**config.mk**
```make
export PLATFORM = sky130hd
export DESIGN_NAME = door_motor_current_supervisor
export DESIGN_NICKNAME = d
export VERILOG_FILES = /design/src/rtl/core/dmcs_pkg.sv /design/src/rtl/core/door_motor_current_supervisor.sv
export SDC_FILE = /design/constraint.sdc
export NUM_CORES = 1
export LEC_CHECK = 0
export ABC_CLOCK_PERIOD_IN_PS = 11900
export BUFFER_PORTS_ARGS = -buffer_cell sky130_fd_sc_hd__buf_4
export CORE_ASPECT_RATIO = 0.9
export CORE_UTILIZATION = 30
export DETAILED_ROUTE_END_ITERATION = 10
export GPL_TIMING_DRIVEN = 0
export PLACE_DENSITY = 0.46
export SLEW_MARGIN = 20
export SYNTH_ARGS = -nofsm -noshare
export SYNTH_HDL_FRONTEND = slang
export SYNTH_SLANG_ARGS = --single-unit
export TNS_END_PERCENT = 100
```
**constraint.sdc**
```tcl
create_clock -name aclk -period 11.9 [get_ports aclk]
set_clock_uncertainty 0.15 [all_clocks]
set_input_delay 1.19 -clock aclk [delete_from_list [all_inputs] [get_ports aclk]]
set_output_delay 1.19 -clock aclk [all_outputs]
set_load 0.05 [all_outputs]
```
**src/rtl/core/dmcs_pkg.sv**
```systemverilog
// Shared types, codes and reset values for the door motor current supervisor.
`timescale 1ns / 1ps

package dmcs_pkg;

    localparam int DEF_SAMPLE_BITS = 12;

    localparam int CFG_DATA_W = 32;
    localparam int CFG_ADDR_W = 5;

    // Register indexes (byte address = 4 * index)
    localparam logic [2:0] REG_RUN_CURRENT     = 3'd0;
    localparam logic [2:0] REG_ZERO_LEVEL      = 3'd1;
    localparam logic [2:0] REG_OVERLOAD_MARGIN = 3'd2;
    localparam logic [2:0] REG_CLOSE_DRIFT     = 3'd3;
    localparam logic [2:0] REG_OPEN_DRIFT      = 3'd4;
    localparam logic [2:0] REG_FAULT_COUNT     = 3'd5;
    localparam logic [2:0] REG_STOPPED_COUNT   = 3'd6;
    localparam logic [2:0] REG_SETTLE_SAMPLES  = 3'd7;

    localparam logic [11:0] RST_RUN_CURRENT     = 12'd0;
    localparam logic [11:0] RST_ZERO_LEVEL      = 12'd0;
    localparam logic [12:0] RST_OVERLOAD_MARGIN = 13'd4095;
    localparam logic [11:0] RST_CLOSE_DRIFT     = 12'd10;
    localparam logic [11:0] RST_OPEN_DRIFT      = 12'd10;
    localparam logic [15:0] RST_FAULT_COUNT     = 16'd10;
    localparam logic [15:0] RST_STOPPED_COUNT   = 16'd10;
    localparam logic [15:0] RST_SETTLE_SAMPLES  = 16'd50;

    // Command codes
    localparam logic [1:0] CMD_SAMPLE = 2'd0;
    localparam logic [1:0] CMD_CLOSE  = 2'd1;
    localparam logic [1:0] CMD_OPEN   = 2'd2;

    // Drive codes
    localparam logic [1:0] DRIVE_OFF   = 2'd0;
    localparam logic [1:0] DRIVE_OPEN  = 2'd1;
    localparam logic [1:0] DRIVE_CLOSE = 2'd2;

    // Event codes
    localparam logic [1:0] EV_NONE      = 2'd0;
    localparam logic [1:0] EV_CLOSED_OK = 2'd1;
    localparam logic [1:0] EV_FAULT     = 2'd2;
    localparam logic [1:0] EV_OPENED    = 2'd3;

    typedef enum logic [1:0] {
        MODE_IDLE    = 2'd0,
        MODE_CLOSING = 2'd1,
        MODE_OPENING = 2'd2
    } mode_t;

    function automatic logic [15:0] cnt_up(input logic [15:0] c);
        return (c == 16'hFFFF) ? c : c + 16'd1;
    endfunction

    function automatic logic [15:0] cnt_down(input logic [15:0] c);
        return (c == 16'd0) ? c : c - 16'd1;
    endfunction

endpackage

```
**src/rtl/core/door_motor_current_supervisor.sv**
```systemverilog
// Door motor current supervisor: move sequencing, current checks and config registers.
`timescale 1ns / 1ps

// Usage:
//   Input channel (s_valid/s_ready): s_cmd selects a sample tick, start close or
//   start open; s_current_sample carries the converter reading for a tick.
//   Result channel (m_valid/m_ready): one result per input transfer with the
//   motor drive, an event code (closed ok, overload fault, opened), the door
//   open/closed flags and busy.
//   Config: APB-style write/read port, register i at byte address 4*i. Write
//   only while no transfer is pending.
//   Latency: the result of a transfer is valid in the cycle after it.
//   Throughput: one transfer per cycle while no result is stalled; all checks and
//   counter updates are combinational between acceptance and the result register.
//   Stall: while a result waits for m_ready, s_ready is low, so the state and
//   the shown result hold until the result transfer completes.
//   Reset: synchronous, active low; the motor goes idle with drive off, the
//   counters and flags clear, and registers take their default values.
module door_motor_current_supervisor
    import dmcs_pkg::*;
#(
    parameter int SAMPLE_BITS = DEF_SAMPLE_BITS
) (
    input  logic                   aclk,
    input  logic                   aresetn,

    input  logic                   s_valid,
    output logic                   s_ready,
    input  logic [1:0]             s_cmd,
    input  logic [SAMPLE_BITS-1:0] s_current_sample,

    output logic                   m_valid,
    input  logic                   m_ready,
    output logic [1:0]             m_drive,
    output logic [1:0]             m_event_res,
    output logic                   m_is_open,
    output logic                   m_is_closed,
    output logic                   m_busy_res,

    input  logic                   psel,
    input  logic                   penable,
    input  logic                   pwrite,
    input  logic [CFG_ADDR_W-1:0]  paddr,
    input  logic [CFG_DATA_W-1:0]  pwdata,
    output logic [CFG_DATA_W-1:0]  prdata,
    output logic                   pready
);

    localparam int UW    = (SAMPLE_BITS > 12) ? SAMPLE_BITS : 12;
    localparam int EXC_W = UW + 1;
    localparam int CMP_W = (EXC_W > 14) ? EXC_W : 14;

    // Configuration registers
    logic [11:0] run_current_reg;
    logic [11:0] zero_level_reg;
    logic [12:0] overload_margin_reg;
    logic [11:0] close_drift_reg;
    logic [11:0] open_drift_reg;
    logic [15:0] fault_count_reg;
    logic [15:0] stopped_count_reg;
    logic [15:0] settle_samples_reg;

    // Supervisor state
    mode_t                    mode_reg, mode_next;
    logic [15:0]              settle_left_reg, settle_left_next;
    logic [15:0]              ov_cnt_reg, ov_cnt_next;
    logic [15:0]              stop_cnt_reg, stop_cnt_next;
    logic signed [EXC_W-1:0]  prev_exc_reg, prev_exc_next;
    logic                     open_flag_reg, open_flag_next;
    logic                     closed_flag_reg, closed_flag_next;
    logic [1:0]               event_reg, event_next;
    logic                     m_valid_reg;

    logic                     s_accept;
    logic                     cfg_wr;
    logic [2:0]               cfg_idx;

    logic [UW-1:0]            samp_u;
    logic [UW-1:0]            run_u;
    logic signed [EXC_W-1:0]  exc;
    logic signed [CMP_W-1:0]  exc_c;
    logic signed [CMP_W-1:0]  prev_c;
    logic signed [CMP_W-1:0]  ov_c;
    logic signed [CMP_W-1:0]  lim_close_c;
    logic signed [CMP_W-1:0]  lim_open_c;
    logic [12:0]              lim_close_sum;
    logic [12:0]              lim_open_sum;
    logic                     is_over;
    logic                     is_low_close;
    logic                     is_low_open;

    assign s_ready  = !m_valid_reg || m_ready;
    assign s_accept = s_valid && s_ready;
    assign pready   = 1'b1;
    assign cfg_wr   = psel && penable && pwrite;
    assign cfg_idx  = paddr[4:2];

    // ---------------- configuration port ----------------
    always_ff @(posedge aclk) begin
        if (!aresetn) begin
            run_current_reg     <= RST_RUN_CURRENT;
            zero_level_reg      <= RST_ZERO_LEVEL;
            overload_margin_reg <= RST_OVERLOAD_MARGIN;
            close_drift_reg     <= RST_CLOSE_DRIFT;
            open_drift_reg      <= RST_OPEN_DRIFT;
            fault_count_reg     <= RST_FAULT_COUNT;
            stopped_count_reg   <= RST_STOPPED_COUNT;
            settle_samples_reg  <= RST_SETTLE_SAMPLES;
        end else if (cfg_wr) begin
            case (cfg_idx)
                REG_RUN_CURRENT:     run_current_reg     <= pwdata[11:0];
                REG_ZERO_LEVEL:      zero_level_reg      <= pwdata[11:0];
                REG_OVERLOAD_MARGIN: overload_margin_reg <= pwdata[12:0];
                REG_CLOSE_DRIFT:     close_drift_reg     <= pwdata[11:0];
                REG_OPEN_DRIFT:      open_drift_reg      <= pwdata[11:0];
                REG_FAULT_COUNT:     fault_count_reg     <= pwdata[15:0];
                REG_STOPPED_COUNT:   stopped_count_reg   <= pwdata[15:0];
                REG_SETTLE_SAMPLES:  settle_samples_reg  <= pwdata[15:0];
                default: ;
            endcase
        end
    end

    always_comb begin
        case (cfg_idx)
            REG_RUN_CURRENT:     prdata = CFG_DATA_W'(run_current_reg);
            REG_ZERO_LEVEL:      prdata = CFG_DATA_W'(zero_level_reg);
            REG_OVERLOAD_MARGIN: prdata = CFG_DATA_W'(overload_margin_reg);
            REG_CLOSE_DRIFT:     prdata = CFG_DATA_W'(close_drift_reg);
            REG_OPEN_DRIFT:      prdata = CFG_DATA_W'(open_drift_reg);
            REG_FAULT_COUNT:     prdata = CFG_DATA_W'(fault_count_reg);
            REG_STOPPED_COUNT:   prdata = CFG_DATA_W'(stopped_count_reg);
            REG_SETTLE_SAMPLES:  prdata = CFG_DATA_W'(settle_samples_reg);
            default:             prdata = '0;
        endcase
    end

    // ---------------- current checks ----------------
    assign samp_u = UW'(s_current_sample);
    assign run_u  = UW'(run_current_reg);
    assign exc    = $signed({1'b0, samp_u}) - $signed({1'b0, run_u});

    assign lim_close_sum = {1'b0, zero_level_reg} + {1'b0, close_drift_reg};
    assign lim_open_sum  = {1'b0, zero_level_reg} + {1'b0, open_drift_reg};

    // Limits are non-negative, so zero-extend before the signed compare
    assign exc_c       = CMP_W'(exc);
    assign prev_c      = CMP_W'(prev_exc_reg);
    assign ov_c        = $signed(CMP_W'(overload_margin_reg));
    assign lim_close_c = $signed(CMP_W'(lim_close_sum));
    assign lim_open_c  = $signed(CMP_W'(lim_open_sum));

    assign is_over      = (exc_c > ov_c) && (prev_c > ov_c);
    assign is_low_close = (exc_c < lim_close_c) && (prev_c < lim_close_c);
    assign is_low_open  = (exc_c < lim_open_c) && (prev_c < lim_open_c);

    // ---------------- next state ----------------
    always_comb begin
        mode_next        = mode_reg;
        settle_left_next = settle_left_reg;
        ov_cnt_next      = ov_cnt_reg;
        stop_cnt_next    = stop_cnt_reg;
        prev_exc_next    = prev_exc_reg;
        open_flag_next   = open_flag_reg;
        closed_flag_next = closed_flag_reg;
        event_next       = EV_NONE;

        case (s_cmd)
            CMD_CLOSE, CMD_OPEN: begin
                if (mode_reg == MODE_IDLE) begin
                    mode_next        = (s_cmd == CMD_CLOSE) ? MODE_CLOSING : MODE_OPENING;
                    settle_left_next = settle_samples_reg;
                    ov_cnt_next      = '0;
                    stop_cnt_next    = '0;
                    prev_exc_next    = '0;
                end
            end
            CMD_SAMPLE: begin
                if (mode_reg != MODE_IDLE) begin
                    if (settle_left_reg != 16'd0) begin
                        settle_left_next = settle_left_reg - 16'd1;
                    end else begin
                        prev_exc_next = exc;
                        case (mode_reg)
                            MODE_CLOSING: begin
                                if (is_over) begin
                                    ov_cnt_next   = cnt_up(ov_cnt_reg);
                                    stop_cnt_next = cnt_down(stop_cnt_reg);
                                end else if (is_low_close) begin
                                    ov_cnt_next   = cnt_down(ov_cnt_reg);
                                    stop_cnt_next = cnt_up(stop_cnt_reg);
                                end else begin
                                    ov_cnt_next   = cnt_down(ov_cnt_reg);
                                    stop_cnt_next = cnt_down(stop_cnt_reg);
                                end
                                // fault wins over a simultaneous stop
                                if (ov_cnt_next >= fault_count_reg) begin
                                    event_next     = EV_FAULT;
                                    open_flag_next = 1'b0;
                                    mode_next      = MODE_IDLE;
                                end else if (stop_cnt_next >= stopped_count_reg) begin
                                    event_next       = EV_CLOSED_OK;
                                    closed_flag_next = 1'b1;
                                    open_flag_next   = 1'b0;
                                    mode_next        = MODE_IDLE;
                                end
                            end
                            MODE_OPENING: begin
                                stop_cnt_next = is_low_open ? cnt_up(stop_cnt_reg)
                                                            : cnt_down(stop_cnt_reg);
                                if (stop_cnt_next >= stopped_count_reg) begin
                                    event_next       = EV_OPENED;
                                    open_flag_next   = 1'b1;
                                    closed_flag_next = 1'b0;
                                    mode_next        = MODE_IDLE;
                                end
                            end
                            default: ;
                        endcase
                    end
                end
            end
            default: ;
        endcase
    end

    // State only moves on an input transfer, which cannot happen while a
    // result is stalled, so the result fields can be read from the state.
    always_ff @(posedge aclk) begin
        if (!aresetn) begin
            mode_reg        <= MODE_IDLE;
            settle_left_reg <= '0;
            ov_cnt_reg      <= '0;
            stop_cnt_reg    <= '0;
            prev_exc_reg    <= '0;
            open_flag_reg   <= 1'b0;
            closed_flag_reg <= 1'b0;
            event_reg       <= EV_NONE;
            m_valid_reg     <= 1'b0;
        end else begin
            if (s_accept) begin
                mode_reg        <= mode_next;
                settle_left_reg <= settle_left_next;
                ov_cnt_reg      <= ov_cnt_next;
                stop_cnt_reg    <= stop_cnt_next;
                prev_exc_reg    <= prev_exc_next;
                open_flag_reg   <= open_flag_next;
                closed_flag_reg <= closed_flag_next;
                event_reg       <= event_next;
                m_valid_reg     <= 1'b1;
            end else if (m_ready) begin
                m_valid_reg     <= 1'b0;
            end
        end
    end

    always_comb begin
        case (mode_reg)
            MODE_CLOSING: m_drive = DRIVE_CLOSE;
            MODE_OPENING: m_drive = DRIVE_OPEN;
            default:      m_drive = DRIVE_OFF;
        endcase
    end

    assign m_valid     = m_valid_reg;
    assign m_event_res = event_reg;
    assign m_is_open   = open_flag_reg;
    assign m_is_closed = closed_flag_reg;
    assign m_busy_res  = (mode_reg != MODE_IDLE);

    // ---------------- assertions ----------------
    a_event_ends_move: assert property (@(posedge aclk) disable iff (!aresetn)
        (m_valid && (m_event_res != EV_NONE)) |-> (!m_busy_res && (m_drive == DRIVE_OFF)))
        else $error("event reported while a move is still in progress");

    a_flags_exclusive: assert property (@(posedge aclk) disable iff (!aresetn)
        !(open_flag_reg && closed_flag_reg))
        else $error("door reported both open and closed");

    a_start_close: assert property (@(posedge aclk) disable iff (!aresetn)
        (s_accept && (s_cmd == CMD_CLOSE) && (mode_reg == MODE_IDLE))
        |=> ((mode_reg == MODE_CLOSING) && (ov_cnt_reg == 16'd0) && (stop_cnt_reg == 16'd0)))
        else $error("close command from idle did not start a clean close");

    a_busy_ignores_cmd: assert property (@(posedge aclk) disable iff (!aresetn)
        (s_accept && (mode_reg != MODE_IDLE) && ((s_cmd == CMD_CLOSE) || (s_cmd == CMD_OPEN)))
        |=> ((mode_reg == $past(mode_reg)) && (settle_left_reg == $past(settle_left_reg))))
        else $error("command changed a move in progress");

endmodule
```
# Yosys cells after proc, flatten, opt, wreduce, memory -nomap -nowiden
# Cells that the tools add are included.
# op_classes
addsub,8
multipliers,0
div,0
order_cmp,9
eq_ne,25
shifts,0
mux,61
bitwise,1
n_reduce_logical,34
# ops
op,count
two-way mux 16 bit,25
one-hot mux 32 bit (8 select lines),1
one-hot mux 16 bit (2 select lines),4
< comparator 13 x 14 -> 1 bit,4
greater-or-equal comparator 16 bit,3
"subtractor 16 x 1 -> 16 bit, second input constant",3
two-way mux 13 bit,3
"adder 16 x 1 -> 16 bit, second input constant",2
"== test 16 bit, second input constant",2
logical NOT 16 bit,2
greater-than comparator 13 x 14 -> 1 bit,2
adder 12 x 12 -> 13 bit,2
one-hot mux 13 bit (2 select lines),1
two-way mux 2 bit,12
"!= test 2 bit, second input constant",8
one-hot mux 2 bit (2 select lines),4
AND reduction 2 bit,8
AND reduction 8 bit,2
nonzero test 16 bit,1
subtractor 12 x 12 -> 13 bit,1
"== test 3 bit, second input constant",4
AND reduction 6 bit,2
AND reduction 5 bit,2
two-way mux 1 bit,9
16 further kinds,31
# word_totals
regBits,177
latch_bits,0
ram_bits,0
romBits,0
in_bits,58
out_inout_bits,42
word_cells,155
n_memories,0

# Logic depth before layout (Yosys ltp)
# Gate-level depths: netlist of run 1.
# logic_depth
ltp_word,16
depth_mapped,35
mapped_depth_nobuf,33

# Least setup slack after synthesis of run 1
# No wires, ideal clock.
# synth_timing
kind,input to register
from,in s_current_sample[0]
to,reg mode_reg[0]
setup_ns,0.121
arrival_time_ns,7.473
t_required_ns,11.629
setup_slack_ns,4.155
stages,35
path_buffers,2
path_cell_list,inv_1 ha_1 fa_1 nand2b_1 a21oi_2 nor2_1 xnor2_1 ha_1 o2111ai_1 nor2_1 a21oi_1 nor3_1 o31a_1 maj3_2 a221oi_1 nor4_1 or3_1 buf_6 buf_6 nand2b_1 nand2_1 xnor2_1 ha_1 nand2b_1 a21o_1 a21o_1 a21o_1 a21o_1 a21oi_1 o21ai_0 a41o_1 or4b_2 nand3_1 a21oi_1 mux2i_1
# synth_between
elab_chain_cells,14
elab_cells_between_ends,30
classes_between,1 x add/sub; 6 x order compare; 2 x eq/ne; 17 x mux; 4 x reduce/logical
# synth_lines
element,line,rtl
start: declaration,door_motor_current_supervisor.sv:30,"input logic [SAMPLE_BITS-1:0] s_current_sample,"
subtractor 12 x 12 -> 13 bit *,door_motor_current_supervisor.sv:141,"assign exc = $signed({1'b0, samp_u}) - $signed({1'b0, run_u});"
greater-than comparator 13 x 14 -> 1 bit,door_motor_current_supervisor.sv:153,assign is_over = (exc_c > ov_c) && (prev_c > ov_c);
logical AND 1 bit,door_motor_current_supervisor.sv:153,
two-way mux 16 bit,door_motor_current_supervisor.sv:186,if (is_over) begin
two-way mux 16 bit,door_motor_current_supervisor.sv:184,case (mode_reg)
two-way mux 16 bit,door_motor_current_supervisor.sv:180,if (settle_left_reg != 16'd0) begin
two-way mux 16 bit,door_motor_current_supervisor.sv:179,if (mode_reg != MODE_IDLE) begin
two-way mux 16 bit,door_motor_current_supervisor.sv:168,case (s_cmd)
greater-or-equal comparator 16 bit,door_motor_current_supervisor.sv:197,if (ov_cnt_next >= fault_count_reg) begin
two-way mux 2 bit,door_motor_current_supervisor.sv:197,
one-hot mux 2 bit (2 select lines),door_motor_current_supervisor.sv:184,
two-way mux 2 bit,door_motor_current_supervisor.sv:180,
two-way mux 2 bit,door_motor_current_supervisor.sv:179,
one-hot mux 2 bit (2 select lines),door_motor_current_supervisor.sv:168,
end signal: assignment,door_motor_current_supervisor.sv:242,mode_reg <= mode_next;
end: declaration,door_motor_current_supervisor.sv:64,"mode_t mode_reg, mode_next;"
# Every way passes the cells marked *; elsewhere a longest branch is shown, timed or not. The select of a mux whose other input is x is not followed.
# A chain may end at the register's enable or synchronous reset.

# Worst setup path after layout of run 1
# Same ends and word-level chain as after synthesis.

==> impl_metrics.yaml, run 1 <==
grt:
  antenna_found_initial: 0
  gr-usage-all-layers: 0.232
  grt_max_degree: 18
  via_count_of_the_first_global_routing_pass: 13300
  global_route.overflow_total: 0
  grt_pass1_wl_um: 84100
placed_design:
  post-dp-hpwl_um: 45200
  io_buffers: 49
  gp_routability_congestion: 0.928
  dp_cells: 2551
power_and_ir_drop:
  power_density_nw_per_um2: 93.6
  ir_drop_mv: 0.0950
  total_power_uw: 1530
  leakage_uw: 0.00682
sta:
  post-route-min-period_ps: 8810
  finalHoldViolations: 0
  setup_viol_count_final: 0
  max_transition_viols_final: 0
  post-route-period-util: 0.740
  totalNegativeSetupSlack_ps: 0
  grt_setup_unrepaired: "false"
  timing_worst_slew_pin_value_ps: 1110
  fmax_mhz: 114
  relSlewSlack: 0.261
layout:
  area.growth.synth_to_final_pct: 12.1
  final_core_util: 0.341
  antenna-diode-count: 0
  layout.nets: 2160
  fraction_of_layout_cells_with_a_size_suffix_above_1: 0.0740
  fillers: 5057
  final_std_cells_w_o_fill: 2583
critical_path:
  reg2regPathDepth: 33
  crit_path_end_kind: "flip-flop"
  worst-setup-path-type: "input port to flip-flop"
  crit_arrival_ps: 9000
  crit_path_max_incr_delay_ps: 650
  required_ps: 12100
  critPathMostFrequentCell: "a21o_1"
  start_kind: "input port"
  critPathSlowestCell: "a211oi_2"
  crit_fanout: 10
  setup.reg_to_reg.worst_slack_ps: 3590
clock_tree:
  tritoncts: "done"
  worst_skew_pair.late_latency_ps: 460
  cts.repair.resized: 0
  cts-root-to-sink-buffers: 2
  clkSlewWorstSetupHoldPaths_ps: 80
  post_cts_buffers: 0
  cts_hold_buf: 0
  tritoncts.num_buffers: 17
  clock_sink_count: 177
  cts.root.buffer_cell: "clkbuf_16"
  ctsHtreeMaxLevel: 4
yosys:
  synth_area_leaders: "dfxtp_1 24%, ha_1 13%, nand2_1 6.7%"
  synth-async-reset-ratio: 0
  syn_area_per_cell_um2: 7.81
  yosys.area.top_type: "dfxtp_1"
  synth_sequential_area_ratio: 0.243
  postSynth.topFlopCell: "dfxtp_1"
  synth.ff_latch_count: 177
  ys_types: 90
  number_of_enable_flip_flop_cells_after_synthesis: 0
  post_synth_inst_count: 1863
  ys.warnings.count: 0
  synthesis.area_um2: 14600
  synth_top_area_share: 0.243
detailed_routing:
  drt_wl_total_um: 57200
  drc: 4
  detail_route.iter0.violations: 1271
  avgViaCountPerCell: 5.48
  route.antenna.remaining_nets: 0
  total_vias_in_the_final_route: 14200
  drtPass1Iterations: 9
  final_routed_wire_length_divided_by_cell_count_um: 22.1
die:
  die_area_um2: 49400
  top_level_port_count: 100
  number_of_rows_created_at_floorplan: 76
  dieWidth_um: 234
  initial_core_util: 0.304
  die-height_um: 211
  fp.coreArea_um2: 47800
status:
  violations: "design-rule violations"
  run_status: "complete, but fails checks"
hold_path:
  hp-class: "flip-flop to flip-flop"
  worst_hold_depth: 2
flow_run:
  number_of_maximum_capacitance_violations: 0
-- cells in the mapped netlist (40+ instances only) --
master,number
nand2_1,259
dfxtp_1,177
ha_1,153
nor2_1,114
inv_1,99
clkbuf_1,92
a21oi_1,90
a21boi_0,76
mux2i_1,73
o21ai_0,68
nor2b_1,56
nand3_1,44
nor3_1,40
-- layer usage --
layer | global-route usage | share of wire | wire length (um)
met1 | 0.344 | 0.49 | 28100
met3 | 0.0437 | 0.071 | 4030
met2 | 0.342 | 0.42 | 24000
met4 | 0.0506 | 0.018 | 1010
met5 | 0 | 0 | 0
-- where the power goes --
group	switching, uW	leakage, uW	internal [uW]
clock network	293	0.000272	275
logic	229	0.00511	124
registers	7.98	0.00143	599
-- area by class of cell --
class	instances	area [um2]	area share
timing repair buffer	49	368	0.0225
sequential	177	3540	0.217
clock buffer	18	429	0.0263
buffer	124	561	0.0343
multi-input combinational	1477	10100	0.621
inverter	100	375	0.0230
tap	624	781	0.0478
clock inverter	14	123	0.00751
-- path summary, 6_finish.rpt --
path	startpoint	to
worst max register to register	run_current_reg[0]$_SDFFE_PN0P_	mode_reg[0]$_SDFFE_PN0P_
worst min register to register	stopped_count_reg[12]$_SDFFE_PN0P_	stopped_count_reg[12]$_SDFFE_PN0P_
worst max-delay path	s_current_sample[0]	mode_reg[0]$_SDFFE_PN0P_
worst min-delay path	stopped_count_reg[12]$_SDFFE_PN0P_	stopped_count_reg[12]$_SDFFE_PN0P_
-- placed cells by master, fill, tap and decap left out, types with 39 or more instances in the layout --
cell type,instances
a21boi_0,76
inv_1,99
buf_4,67
dfxtp_1,177
nor2b_1,56
nand2_1,259
mux2i_1,73
a21oi_1,90
o21ai_0,67
clkbuf_1,93
nor2_1,114
nand3_1,44
ha_1,153
nor3_1,39
-- logic make-up after synthesis --
kind of cell	synth area share
AND/OR/NAND/NOR	0.218
flip-flops	0.243
multiplexers	0.0581
adder cells (fa/ha/maj)	0.139
buffers and inverters	0.0643
AO/OA/AOI/OAI	0.239
other	0.000516
XOR/XNOR	0.0382
-- critical path: cells and delay by family --
family / cells / cell delay, ps
xor+xnor: 2 / 760
compound gates: 12 / 2720
buf+inv: 4 / 440
mux: 1 / 150
fa+ha+maj: 5 / 1640
simple gates: 11 / 2120
-- through the flow --
| step | instance area (um2) | worst slack [ps] | hold WS, ps |
|---|---|---|---|
| 2_1_floorplan | 14600 | 4160 | 293 |
| 3_3_place_gp | 15800 | 2680 | 301 |
| 3_5_place_dp | 15800 | 2670 | 308 |
| 4_1_cts | 16300 | 3110 | 318 |
| 5_1_grt | 16300 | 2310 | 342 |
| 6_report | 16300 | 3090 | 315 |
(Power assumes the default switching activity.)
==> run 2: changes to the inputs <==
ABC_CLOCK_PERIOD_IN_PS = 8800   (was 11900)
clock period = 8.8 ns   (was 11.9 ns; I/O delays follow)
==> run 2 against run 1 <==
The flow still finishes with violations (design-rule violations). Die area stayed put. Final area rose by 0.26%. Combinational power increased by 36%. Non-clock buffer count increased by 1. Sequential share of layout area down 0.056 points. Critical path depth is 1 higher. Clock power increased by 35%. Via count grew 0.57%. Power up 35%.
==> impl_metrics.yaml, run 2 (synthesized netlist as in run 1, its figures left out) <==
status:
  run_status: "complete, but fails checks"
  violations: "design-rule violations"
sta:
  max_transition_viols_final: 0
  setup_viol_count_final: 0
  timing_worst_slew_pin_value_ps: 1120
  fmax_mhz: 121
  relSlewSlack: 0.250
  totalNegativeSetupSlack_ps: 0
  post-route-min-period_ps: 8270
  setup_ws_ps: 525
  post-route-period-util: 0.940
  grt_setup_unrepaired: "false"
  finalHoldViolations: 0
detailed_routing:
  final_routed_wire_length_divided_by_cell_count_um: 22.1
  total_vias_in_the_final_route: 14200
  drc: 4
  drt_wl_total_um: 57200
  drtPass1Iterations: 9
  route.antenna.remaining_nets: 0
  avgViaCountPerCell: 5.51
  detail_route.iter0.violations: 1141
clock_tree:
  cts-root-to-sink-buffers: 2
  clock_sink_count: 177
  tritoncts: "done"
  cts.root.buffer_cell: "clkbuf_16"
  worst_skew_pair.late_latency_ps: 470
  clkSlewWorstSetupHoldPaths_ps: 80
  tritoncts.num_buffers: 17
  ctsHtreeMaxLevel: 4
layout:
  fillers: 5053
  area.growth.synth_to_final_pct: 12.4
  final_core_util: 0.342
  layout.nets: 2161
  final_std_cells_w_o_fill: 2584
  mostFrequentLayoutCell: "nand2_1"
  fraction_of_layout_cells_with_a_size_suffix_above_1: 0.0755
  antenna-diode-count: 0
  most-common-layout-cells: "259 x nand2_1, 177 x dfxtp_1, 153 x ha_1"
power_and_ir_drop:
  switching_share: 0.347
  power.sequential.fraction: 0.397
  p_clk_frac: 0.371
  total_power_uw: 2070
  ir_drop_mv: 0.130
  part_of_the_power_in_combinational_logic: 0.232
  leakage_uw: 0.00684
  p_int_uw: 1350
  power_density_nw_per_um2: 126
  total_switching_power_uw: 719
grt:
  antenna_found_initial: 0
  grt_max_degree: 18
  gr-usage-all-layers: 0.232
  grt_pass1_wl_um: 84100
  via_count_of_the_first_global_routing_pass: 13300
  global_route.overflow_total: 0
critical_path:
  r2r-start: "zero_level_reg[0]$_SDFFE_PN0P_"
  crit_fanout: 10
  required_ps: 9000
  critPathSlowestCell: "or4b_2"
  setup.worst_path.start: "s_current_sample[0]"
  crit_arrival_ps: 8470
  crit_path_end_kind: "flip-flop"
  reg2regPathDepth: 35
  worst-setup-path-type: "input port to flip-flop"
  critPathMostFrequentCell: "a21o_1"
  worst_setup_path_endpoint: "mode_reg[0]$_SDFFE_PN0P_"
  setup.reg_to_reg.worst_slack_ps: 710
  crit_path_max_incr_delay_ps: 650
  reg2reg_capture_point: "mode_reg[0]$_SDFFE_PN0P_"
  start_kind: "input port"
flow_run:
  number_of_maximum_capacitance_violations: 0
die:
  die_area_um2: 49400
  number_of_rows_created_at_floorplan: 76
  initial_core_util: 0.304
  top_level_port_count: 100
  die-height_um: 211
  fp.coreArea_um2: 47800
  dieWidth_um: 234
placed_design:
  dp_cells: 2551
  pre_cts_slack_ps: -121
  io_buffers: 49
  post-dp-hpwl_um: 45200
  gp_routability_congestion: 0.928
hold_path:
  hp-class: "flip-flop to flip-flop"
  worst_hold_depth: 2
run 2: changes by cell type in the layout (fill, tap and decap cells not counted), sizes merged:
cell / before / now
buf: 80 / 81
run 2: how the worst min path moves through the flow:
| stage | from | endpoint | slack (ps) |
|---|---|---|---|
| floorplan | fault_count_reg[15]$_SDFFE_PN0P_ | fault_count_reg[15]$_SDFFE_PN0P_ | 290 |
| global placement | stopped_count_reg[12]$_SDFFE_PN0P_ | stopped_count_reg[12]$_SDFFE_PN0P_ | 300 |
| detailed placement | fault_count_reg[12]$_SDFFE_PN0P_ | fault_count_reg[12]$_SDFFE_PN0P_ | 310 |
| CTS | stopped_count_reg[12]$_SDFFE_PN0P_ | stopped_count_reg[12]$_SDFFE_PN0P_ | 320 |
| global route | fault_count_reg[6]$_SDFFE_PN0P_ | fault_count_reg[6]$_SDFFE_PN0P_ | 340 |
| finish | fault_count_reg[12]$_SDFFE_PN0P_ | fault_count_reg[12]$_SDFFE_PN0P_ | 320 |
run 2: timing repair:
| item | CTS | global route |
|---|---|---|
| endpoints found under the setup margin | 0 | 5 |
| gates resized for setup | 0 | 3 |
| hold buffers | 0 | 0 |
| buffers inserted | 0 | 1 |
| endpoints found under the hold margin | 0 | 0 |
run 2: per-layer routing:
layer / up-vias / routed length, um / global-route usage
met2: 499 / 24100 / 0.342
met5: - / 0 / 0
met3: 61 / 4130 / 0.0437
met1: 6882 / 27900 / 0.344
met4: 0 / 1030 / 0.0506
li1: 6791 / - / -
run 2: worst max-delay path, delay by kind of cell:
family / cells / cell delay (ps)
mux: 1 / 150
fa+ha+maj: 5 / 1630
xor+xnor: 2 / 670
simple gates: 11 / 2080
buf+inv: 4 / 440
compound gates: 13 / 2630
run 2: cell type report:
class	count	area, um2	share of cell area
Timing Repair Buffer	50	388	0.0237
Buffer	124	561	0.0343
Multi-Input combinational cell	1477	10200	0.621
Clock buffer	18	429	0.0262
Tap cell	624	781	0.0477
Sequential cell	177	3540	0.217
Clock inverter	14	123	0.00749
Inverter	100	375	0.0229
run 2: power groups by stage:
stage / clock (uW) / sequential, uW / combinational [uW]
floorplan: 0 / 836 / 328
global placement: 0 / 839 / 468
detailed placement: 0 / 839 / 471
CTS: 777 / 820 / 474
global route: 811 / 822 / 520
finish: 768 / 821 / 481
run 2: per-stage QoR:
step                      cell area, um2  hold slack, ps
final                              16400             317
after global routing               16400             342
after CTS                          16300             318
after detailed placement           15800             308
after global placement             15800             301
after floorplan                    14600             293
